<file path="src/rtl/core/dcp_pkg.sv">
// Package for the decimal centi parser: parse phases, character codes,
// limits and the record passed from the parse stage to the result stage.
// No dependencies.
package dcp_pkg;

  localparam int unsigned IntW   = 14;
  localparam int unsigned FracW  = 7;
  localparam int unsigned CntW   = 2;
  localparam int unsigned MagW   = 20;
  localparam int unsigned ValueW = 18;

  localparam logic [IntW-1:0] LimitInt = IntW'(1000);
  localparam logic [MagW-1:0] LimitMag = MagW'(100000);

  localparam logic [7:0] CharSpace = 8'h20;
  localparam logic [7:0] CharTab   = 8'h09;
  localparam logic [7:0] CharPlus  = 8'h2B;
  localparam logic [7:0] CharMinus = 8'h2D;
  localparam logic [7:0] CharPoint = 8'h2E;
  localparam logic [7:0] CharZero  = 8'h30;
  localparam logic [7:0] CharNine  = 8'h39;

  typedef enum logic [2:0] {
    PH_LEAD = 3'd0,
    PH_SIGN = 3'd1,
    PH_INT  = 3'd2,
    PH_FRAC = 3'd3,
    PH_TAIL = 3'd4,
    PH_FAIL = 3'd5
  } phase_e;

  // Snapshot of a finished string, handed to the result stage.
  typedef struct packed {
    logic             parsed;    // ended in integer, fraction or tail phase
    logic             negative;
    logic [IntW-1:0]  int_part;
    logic [FracW-1:0] frac_val;  // fraction already scaled to hundredths
  } parse_done_t;

  function automatic logic is_digit(input logic [7:0] c);
    return (c >= CharZero) && (c <= CharNine);
  endfunction

endpackage

</file>
<file path="src/rtl/core/decimal_centi_parser.sv">
// Top level of the streaming decimal parser: input register, handshake and
// assertions. Depends on dcp_pkg, dcp_parse and dcp_result.
//
//   channel | direction | handshake              | payload
//   --------+-----------+------------------------+----------------------
//   input   | in        | in_valid_i / in_stall_o | char_code_i, is_last_i
//   output  | out       | out_valid_o / out_stall_i | ok_o, value_o
//
// One character per cycle while no final character waits for the finish register;
// the parse state loop closes around dcp_parse through the parse state registers.
// A taken final character moves through the input, finish and output registers in order.
// Reset clears all control state and returns the parser to blank skipping.
// A stall on the output holds the output register, then the finish register,
// then a pending final character; other characters keep flowing.
module decimal_centi_parser (
  input  logic                              clk_i,
  input  logic                              rst_ni,
  input  logic                              in_valid_i,
  output logic                              in_stall_o,
  input  logic [7:0]                        char_code_i,
  input  logic                              is_last_i,
  output logic                              out_valid_o,
  input  logic                              out_stall_i,
  output logic                              ok_o,
  output logic signed [dcp_pkg::ValueW-1:0] value_o
);
  import dcp_pkg::*;

  // Input register: one character request waiting to be parsed.
  logic        a_valid_q;
  logic [7:0]  a_char_q;
  logic        a_last_q;
  logic        a_adv;
  logic        in_accept;
  logic        fin_ready;
  parse_done_t done;

  // A final character must find room in the finish register; others
  // only update the parse state and never wait.
  assign a_adv      = a_valid_q && (!a_last_q || fin_ready);
  assign in_stall_o = a_valid_q && !a_adv;
  assign in_accept  = in_valid_i && !in_stall_o;

  always_ff @(posedge clk_i or negedge rst_ni) begin
    if (!rst_ni) begin
      a_valid_q <= 1'b0;
    end else if (in_accept) begin
      a_valid_q <= 1'b1;
    end else if (a_adv) begin
      a_valid_q <= 1'b0;
    end
  end

  // Capture the payload with the request.
  always_ff @(posedge clk_i) begin
    if (in_accept) begin
      a_char_q <= char_code_i;
      a_last_q <= is_last_i;
    end
  end

  dcp_parse u_parse (
    .clk_i       (clk_i),
    .rst_ni      (rst_ni),
    .step_i      (a_adv),
    .char_code_i (a_char_q),
    .is_last_i   (a_last_q),
    .done_o      (done)
  );

  dcp_result u_result (
    .clk_i        (clk_i),
    .rst_ni       (rst_ni),
    .done_valid_i (a_adv && a_last_q),
    .done_i       (done),
    .fin_ready_o  (fin_ready),
    .out_valid_o  (out_valid_o),
    .out_stall_i  (out_stall_i),
    .ok_o         (ok_o),
    .value_o      (value_o)
  );

`ifndef NO_ASSERTIONS
  // A failed parse reports zero.
  a_fail_zero: assert property (@(posedge clk_i) disable iff (!rst_ni)
    (out_valid_o && !ok_o) |-> (value_o == '0))
    else $error("failed parse with nonzero value");

  // A good parse stays within the magnitude limit.
  a_ok_range: assert property (@(posedge clk_i) disable iff (!rst_ni)
    (out_valid_o && ok_o) |->
      (value_o <= 18'sd100000) && (value_o >= -18'sd100000))
    else $error("parsed value out of range");

  // Only a pending final character can hold off new requests.
  a_stall_cause: assert property (@(posedge clk_i) disable iff (!rst_ni)
    in_stall_o |-> (a_valid_q && a_last_q && !fin_ready))
    else $error("input stalled without a blocked final character");

  // A final character that leaves behind a stalled output fills the finish
  // stage, which then takes the next final one only once the output moves.
  a_fin_fill: assert property (@(posedge clk_i) disable iff (!rst_ni)
    (a_adv && a_last_q && out_valid_o && out_stall_i) |=> (fin_ready == !out_stall_i))
    else $error("finish stage lost a result");
`endif

endmodule

</file>
<file path="src/rtl/core/dcp_parse.sv">
// Character parse stage: holds the running parse state and advances it by
// one character per step. Depends on dcp_pkg.
module dcp_parse (
  input  logic                 clk_i,
  input  logic                 rst_ni,
  input  logic                 step_i,
  input  logic [7:0]           char_code_i,
  input  logic                 is_last_i,
  output dcp_pkg::parse_done_t done_o
);
  import dcp_pkg::*;

  phase_e           phase_q, phase_d;
  logic             negative_q, negative_d;
  logic [IntW-1:0]  int_part_q, int_part_d;
  logic [FracW-1:0] frac_part_q, frac_part_d;
  logic [CntW-1:0]  frac_count_q, frac_count_d;
  logic [3:0]       digit;
  logic             char_digit;
  logic [IntW-1:0]  int_shift;

  assign digit      = 4'(char_code_i - CharZero);
  assign char_digit = is_digit(char_code_i);
  // int_part stays at or below the limit here, so the sum never wraps
  assign int_shift  = IntW'(int_part_q * IntW'(10) + IntW'(digit));

  always_comb begin
    phase_d      = phase_q;
    negative_d   = negative_q;
    int_part_d   = int_part_q;
    frac_part_d  = frac_part_q;
    frac_count_d = frac_count_q;
    case (phase_q)
      PH_LEAD, PH_SIGN: begin
        if (phase_q == PH_LEAD && (char_code_i == CharSpace || char_code_i == CharTab)) begin
          phase_d = PH_LEAD;
        end else if (phase_q == PH_LEAD &&
                     (char_code_i == CharPlus || char_code_i == CharMinus)) begin
          negative_d = (char_code_i == CharMinus);
          phase_d    = PH_SIGN;
        end else if (char_digit) begin
          if (int_part_q > LimitInt) begin
            phase_d = PH_FAIL;
          end else begin
            phase_d    = PH_INT;
            int_part_d = int_shift;
          end
        end else begin
          phase_d = PH_FAIL;
        end
      end
      PH_INT: begin
        if (char_digit) begin
          if (int_part_q > LimitInt) phase_d = PH_FAIL;
          else                       int_part_d = int_shift;
        end else if (char_code_i == CharPoint) begin
          phase_d = PH_FRAC;
        end else begin
          phase_d = PH_TAIL;
        end
      end
      PH_FRAC: begin
        if (char_digit) begin
          if (frac_count_q < CntW'(2)) begin
            frac_part_d  = FracW'(frac_part_q * FracW'(10) + FracW'(digit));
            frac_count_d = frac_count_q + CntW'(1);
          end
        end else begin
          phase_d = PH_TAIL;
        end
      end
      PH_TAIL: phase_d = PH_TAIL;
      default: phase_d = PH_FAIL;
    endcase
  end

  always_comb begin
    done_o.parsed   = (phase_d == PH_INT) || (phase_d == PH_FRAC) || (phase_d == PH_TAIL);
    done_o.negative = negative_d;
    done_o.int_part = int_part_d;
    case (frac_count_d)
      2'd0:    done_o.frac_val = '0;
      2'd1:    done_o.frac_val = FracW'(frac_part_d * FracW'(10));
      default: done_o.frac_val = frac_part_d;
    endcase
  end

  // Drop back to the blank-skipping state after the final character.
  always_ff @(posedge clk_i or negedge rst_ni) begin
    if (!rst_ni) begin
      phase_q      <= PH_LEAD;
      negative_q   <= 1'b0;
      int_part_q   <= '0;
      frac_part_q  <= '0;
      frac_count_q <= '0;
    end else if (step_i) begin
      if (is_last_i) begin
        phase_q      <= PH_LEAD;
        negative_q   <= 1'b0;
        int_part_q   <= '0;
        frac_part_q  <= '0;
        frac_count_q <= '0;
      end else begin
        phase_q      <= phase_d;
        negative_q   <= negative_d;
        int_part_q   <= int_part_d;
        frac_part_q  <= frac_part_d;
        frac_count_q <= frac_count_d;
      end
    end
  end

endmodule

</file>
<file path="src/rtl/core/dcp_result.sv">
// Result stage: holds a finished string, forms the magnitude in hundredths,
// checks the limit and drives the output register. Depends on dcp_pkg.
module dcp_result (
  input  logic                       clk_i,
  input  logic                       rst_ni,
  input  logic                       done_valid_i,
  input  dcp_pkg::parse_done_t       done_i,
  output logic                       fin_ready_o,
  output logic                       out_valid_o,
  input  logic                       out_stall_i,
  output logic                       ok_o,
  output logic signed [dcp_pkg::ValueW-1:0] value_o
);
  import dcp_pkg::*;

  logic               fin_valid_q;
  parse_done_t        fin_q;
  logic               out_valid_q;
  logic               ok_q, ok_d;
  logic [ValueW-1:0]  value_q, value_d;
  logic               out_ready, fin_adv;
  logic [MagW-1:0]    mag;

  assign out_ready   = !out_valid_q || !out_stall_i;
  assign fin_adv     = fin_valid_q && out_ready;
  assign fin_ready_o = !fin_valid_q || out_ready;

  assign mag  = MagW'(fin_q.int_part) * MagW'(100) + MagW'(fin_q.frac_val);
  assign ok_d = fin_q.parsed && (mag <= LimitMag);

  always_comb begin
    if (!ok_d)                 value_d = '0;
    else if (fin_q.negative)   value_d = ValueW'(-mag[ValueW-1:0]);
    else                       value_d = mag[ValueW-1:0];
  end

  always_ff @(posedge clk_i or negedge rst_ni) begin
    if (!rst_ni) begin
      fin_valid_q <= 1'b0;
      out_valid_q <= 1'b0;
    end else begin
      if (done_valid_i)  fin_valid_q <= 1'b1;
      else if (fin_adv)  fin_valid_q <= 1'b0;
      if (fin_adv)        out_valid_q <= 1'b1;
      else if (out_ready) out_valid_q <= 1'b0;
    end
  end

  always_ff @(posedge clk_i) begin
    if (done_valid_i) fin_q <= done_i;
    if (fin_adv) begin
      ok_q    <= ok_d;
      value_q <= value_d;
    end
  end

  assign out_valid_o = out_valid_q;
  assign ok_o        = ok_q;
  assign value_o     = signed'(value_q);

endmodule
</file>
<file path="config.mk">
export PLATFORM = sky130hd
export DESIGN_NAME = decimal_centi_parser
export DESIGN_NICKNAME = d
export VERILOG_FILES = /design/src/rtl/core/dcp_pkg.sv /design/src/rtl/core/decimal_centi_parser.sv /design/src/rtl/core/dcp_parse.sv /design/src/rtl/core/dcp_result.sv
export SDC_FILE = /design/constraint.sdc
export NUM_CORES = 1
export LEC_CHECK = 0
export BUFFER_PORTS_ARGS = -buffer_cell sky130_fd_sc_hd__buf_4
export CORE_ASPECT_RATIO = 2
export CORE_MARGIN = 1.5
export CORE_UTILIZATION = 35
export CTS_BUF_LIST = sky130_fd_sc_hd__clkbuf_2 sky130_fd_sc_hd__clkbuf_4 sky130_fd_sc_hd__clkbuf_8
export DETAILED_ROUTE_END_ITERATION = 8
export PLACE_DENSITY = 0.55
export REMOVE_ABC_BUFFERS = 1
export SYNTH_ARGS = -nofsm -noshare
export SYNTH_HDL_FRONTEND = slang
export SYNTH_HIERARCHICAL = 1
export SYNTH_SLANG_ARGS = --single-unit
</file>
<file path="constraint.sdc">
create_clock -name clk_i -period 4.3 [get_ports clk_i]
set_input_delay 0.43 -clock clk_i [delete_from_list [all_inputs] [get_ports clk_i]]
set_output_delay 0.43 -clock clk_i [all_outputs]
set_load 0.02 [all_outputs]
</file>
* Word-level counts from Yosys, hierarchy flattened
Index checks and enable logic that the tools add are counted.
** Word-level totals
- Output and inout bits :: 21
- Bits of input ports :: 13
- Word-level logic and storage cells :: 108
- Register bits :: 81
** Cells by class
- Mux-type cells :: 36
- $mul :: 4
- Order comparisons :: 5
- Equal/unequal tests :: 13
- Reductions and logical operators :: 28
- Add/sub/neg operators :: 6
** Operators by type and width (number)
- 14-bit 2-to-1 mux :: 5
- 8-bit by 6-bit equality test with 1-bit output, second input constant :: 4
- 7-bit 2-to-1 mux :: 4
- 14-bit one-hot mux with 2 select lines :: 1
- 3-bit 2-to-1 mux :: 9
- 20-bit by 7-bit adder with 20-bit output :: 1
- 20-bit by 17-bit <= comparator with 1-bit output, second input constant :: 1
- 14-bit by 5-bit multiplier with 18-bit output, second input constant :: 1
- 18-bit 2-to-1 mux :: 1
- 18-bit negator :: 1
- 14-bit by 4-bit adder with 14-bit output :: 1
- 14-bit by 10-bit > comparator with 1-bit output, second input constant :: 1
- 14-bit by 3-bit multiplier with 13-bit output, second input constant :: 1
- 7-bit by 3-bit multiplier with 6-bit output, second input constant :: 2
- 7-bit one-hot mux with 2 select lines :: 1
- 3-bit by 2-bit equality test with 1-bit output, second input constant :: 4
- 3-bit one-hot mux with 4 select lines :: 1
- 1-bit 2-to-1 mux :: 10
- 1-bit logical AND :: 9
- 8-bit by 4-bit equality test with 1-bit output, second input constant :: 1
- 8-bit by 6-bit >= comparator with 1-bit output, second input constant :: 1
- 8-bit by 6-bit <= comparator with 1-bit output, second input constant :: 1
- 2-bit 2-to-1 mux :: 4
- 7-bit by 4-bit adder with 7-bit output :: 1
- 12 further kinds :: 26

* Logic depth before layout (Yosys ltp)
- Depth after elaboration :: 10
- Gate-level depth with buffers :: 16
- Depth with buffers taken out :: 15

* By module
The synthesis kept the hierarchy.
** Modules (own cells, without submodules)
- dcp_result :: sequential area each 1311.3 µm², cells an instance 352, instances 1, area an instance 3737.3 µm²
- dcp_parse :: sequential area each 675.6 µm², cells an instance 309, instances 1, area an instance 2773.9 µm²
- decimal_centi_parser :: sequential area each 295.3 µm², cells an instance 17, instances 1, area an instance 350.3 µm²

* Least setup slack after synthesis
Ideal clock, no wire load.
- Path type :: reg-to-reg
- From :: register u_result/fin_q[13] in the netlist's numbering
- To :: register u_result.value_q[2], in the netlist u_result/value_o[2] (data pin)
- Setup time :: 256 ps
- Path slack :: -224 ps
- Data required time :: 4044 ps
- Stages on the path, launching flop included :: 17
- Arrival time :: 4268 ps
- Buffers on the path :: 1
- Clock period less this slack :: 4524 ps
- Path through :: edfxtp_1 -> ha_1 -> ha_1 -> inv_1 -> fa_1 -> inv_1 -> ha_1 -> or2_0 -> a21o_1 -> and3_4 -> or2_4 -> nand4bb_1 -> or3b_1 -> mux2_4 -> a21oi_2 -> buf_6 -> nor3_2
** On the way
- Cells in the longest elaborated chain, start to end :: 4
** Ends and longest elaborated chain
- from (decl) :: RTL line dcp_result.sv:17 : parse_done_t fin_q;
- from (signal assigned) :: RTL line dcp_result.sv:50 : if (done_valid_i) fin_q <= done_i;
- 14-bit by 5-bit multiplier with 18-bit output :: RTL line dcp_result.sv:28 : assign mag = MagW'(fin_q.int_part) * MagW'(100) + MagW'(fin_q.frac_val);
- 20-bit by 7-bit adder with 20-bit output :: RTL line dcp_result.sv:28
- 20-bit by 17-bit <= comparator with 1-bit output :: RTL line dcp_result.sv:29 : assign ok_d = fin_q.parsed && (mag <= LimitMag);
- 1-bit logical AND :: RTL line dcp_result.sv:29
- to (signal assigned) :: RTL line dcp_result.sv:53 : value_q <= value_d;
- to (decl) :: RTL line dcp_result.sv:20 : logic [ValueW-1:0] value_q, value_d;
Every way passes these cells.
A chain may end at the register's enable or synchronous reset.

* Worst setup path after layout
- From :: register u_result/fin_q[10] in the netlist's numbering
- To :: register u_result.value_q[15], in the netlist u_result/value_o[15] (data pin)
** On the way
- Cells in the longest elaborated chain, start to end :: 4
- Elaborated cells on any way between the ends :: 6
- Those cells by class :: add/sub (2); mul (1); order compare (1); mux (1); reduce/logical (1)
** Ends and longest elaborated chain (RTL line)
- 14-bit by 5-bit multiplier with 18-bit output (*) :: dcp_result.sv:28
- 20-bit by 7-bit adder with 20-bit output (*) :: dcp_result.sv:28
- 18-bit negator / 20-bit by 17-bit <= comparator with 1-bit output (equally long branches) :: dcp_result.sv:33, dcp_result.sv:29
- 18-bit 2-to-1 mux / 1-bit logical AND (equally long branches) :: dcp_result.sv:33, dcp_result.sv:29
Mark *: on every way between the ends. The rest lies on a longest branch, timed or not.

==> metrics.yaml <==
syn_inst: 678
drv_cap: 0
worstPathArrival_ns: 4.61
syn_area_sq_mm: 0.00686
crit_family: "adder cells"
wirelength_um: 15400
grtUsageTotal_pct: 15.4
synth_edf_count: 51
synth_top_area_share_pct: 22.3
wire_per_inst_um: 14.7
die_w_um: 102
num_rows: 72
dp_hpwl_um: 12300
grt_pass1_wl_um: 25200
clk_latency_ns: 0.37
crit_fanout: 5
synth.largest_area_cell: "edfxtp_1"
slowest_stage: "fa_1"
antenna_found_initial: 0
hold_class: "input port to register"
critical_path_required_ns: 4.43
die_area_sq_mm: 0.0205
path_clk_slew_ns: 0.09
fin_hold_ws_ns: 0.235
viasPerCell: 5.13
power-per-cell-area_mw_per_mm2: 294
worst-path-buf-inv: 3
path_cells: "buf_4 > ha_4 > ha_4 > fa_1 > ha_4 > o211ai_1 > buf_4 > o211ai_4 > and3_4 > or2_4 > nand4bb_1 > or3b_4 > mux2_4 > a21oi_4 > clkbuf_16 > nor3_2"
ys_top_cells_by_area: "edfxtp_1 (22%), ha_1 (15%), dfrtp_1 (11%), xnor2_1 (4.5%), fa_1 (4.4%)"
placed_cell_area_sq_mm: 0.00783
start_kind: "register"
setup_violations: 19
clockBufferDepth: 2
fin_tns_setup_ns: -2.96
finalHoldViolCount: 0
synth-async-reset-ratio_pct: 37.0
drive_gt1_share_pct: 24.7
finalInstanceArea_sq_mm: 0.00851
clock.fmax_mhz: 223
ys_seq_elements: 81
fin_crit_ns: 4.48
post-route-drc-count: 0
layout.nets: 894
critPathMostFrequentCell: "ha_4"
routabilityCongestion: 0.793
die_h_um: 201
worst_pin_slew_ns: 1.05
drt_iter0_drc: 167
core_area_sq_mm: 0.0193
first_global_vias: 5606
max-vdd-ir-drop_uv: 150
ant_nets: 0
ys_types: 82
violations: "setup timing"
grt_max_degree: 31
ys_warn_count: 6
worstSetupPathType: "register to register"
cts_tree: "done"
dr_total_vias: 5370
syn_area_per_cell_sq_um: 10.1
cts-root-buf: "clkbuf_8"
area_growth_pct: 24.1
status: "finished, violations left"
fin_crit_sh_pct: 104
io_pins: 34
drv_slew: 0
max_stage_delay_ns: 0.57
clock-sinks: 81
p_leak_nw: 3.65
start_util_pct: 35.6
n_antenna_cell: 0
cts_buffers: 9
htree_num_levels: 3
ys_seq_area_share_pct: 33.3
finClkSkew_ns: 0.0190
dr.pass1.iters: 5
rsz0062_at_grt: "yes"
synth_ff_type: "edfxtp_1"
slew_headroom_pct: 29.7
fin_ws_ns: -0.181
total_power_mw: 2.50
worstSetupEndpointType: "register"
io_buffers: 33
grt_overflow: 0
dpl_worst_slack_ns: -0.246
==> final timing paths <==
kind                       cells after the start            startpoint  slack (ns)                endpoint
setup / recovery                              16    u_result/fin_q[10]       -0.18    u_result/value_o[15]
hold / removal                                 1        char_code_i[1]        0.24             a_char_q[1]
setup reg to reg                              16    u_result/fin_q[10]       -0.18    u_result/value_o[15]
hold reg to reg                                1  u_result/fin_valid_q        0.49    u_result/out_valid_o
max in group asynchronous                      2                rst_ni        3.45  u_parse/int_part_q[10]
min in group asynchronous                      2                rst_ni        0.53    u_result/out_valid_o
==> power breakdown <==
| part | internal [mW] | leakage (nW) | switching, mW |
|---|---|---|---|
| registers | 0.870 | 0.904 | 0.0307 |
| logic | 0.521 | 2.66 | 0.557 |
| clock network | 0.213 | 0.0858 | 0.306 |
| total | 1.60 | 3.65 | 0.894 |
==> layout by cell type (no fill, tap or decap), types with 10 or more instances in the layout <==
master	count
inv_1	65
xnor2_1	31
a22o_1	10
nor3b_1	11
xor2_1	24
dfrtp_1	30
nor2_1	30
ha_4	11
a21oi_1	15
buf_4	97
nand2_1	48
ha_1	72
o21ai_0	30
fa_1	14
nor3_1	21
edfxtp_1	51
nand3_1	12
a21o_1	12
==> stage by stage <==
stage	std cells	util (%)
after floorplan	668	-
after global placement	1015	40.6
after detailed placement	1015	40.6
after CTS	1036	42.1
after global routing	1046	44.2
final	1046	44.2
==> worst register-to-register path: cells and delay by family, from the launching register on <==
kind                       cells  cell delay, ns
adders and majority gates      4            1.25
and+or+nand+nor                5            1.04
AOI/OAI and AO/OA              3            0.65
buffers and inverters          3            0.58
DFF                            1            0.40
muxes                          1            0.32
==> layer usage <==
layer	GRT usage, %	vias to the layer above	routed length (um)
met1	14.6	2589	5430
met3	1.92	24	254
met2	30.9	82	9320
li1	-	2675	-
met5	0	-	0
met4	6.85	0	403
==> kinds of logic after synthesis <==
kind of cell / Yosys count / share of synthesized area, %
compound gates: 149 / 15.6
xor+xnor: 63 / 8.24
fa+ha+maj: 99 / 19.7
buf+inv: 78 / 4.61
flops: 81 / 33.3
mux: 12 / 1.86
simple gates: 196 / 16.7
==> registers in the layout, indices dropped and copies added, names as in the netlist, 2 cells and up <==
register / cells
u_parse/frac_count_q: 2
u_parse/frac_part_q: 7
u_result/value_o: 18
u_parse/phase_q: 3
u_result/fin_q: 23
u_parse/int_part_q: 14
a_char_q: 8
==> cells in the mapped netlist (all sizes together), types with 12 or more instances <==
cell	instances
a21o	12
a21oi	20
dfrtp	30
edfxtp	51
fa	15
ha	84
inv	68
nand2	48
nand3	14
nor2	33
nor3	32
o21ai	34
xnor2	35
xor2	27
==> repair_timing <==
item                                   in CTS  in global routing
gates resized for setup                    12                 48
hold buffers                                1                  0
setup endpoints to repair                  19                 19
pin swaps                                   6                 37
cloned                                      0                  2
buffers inserted                            4                  8
endpoints found under the hold margin      25                  0
==> cell type report <==
cell class / count / area [sq um]
fill: 1892 / 10800
multi-input combinational: 519 / 4640
tap: 259 / 324
sequential: 81 / 2280
clock inverter: 7 / 55.1
timing repair buffer: 103 / 835
clock buffer: 9 / 124
inverter: 68 / 255
No activity file was read; power rests on OpenSTA's default activity.
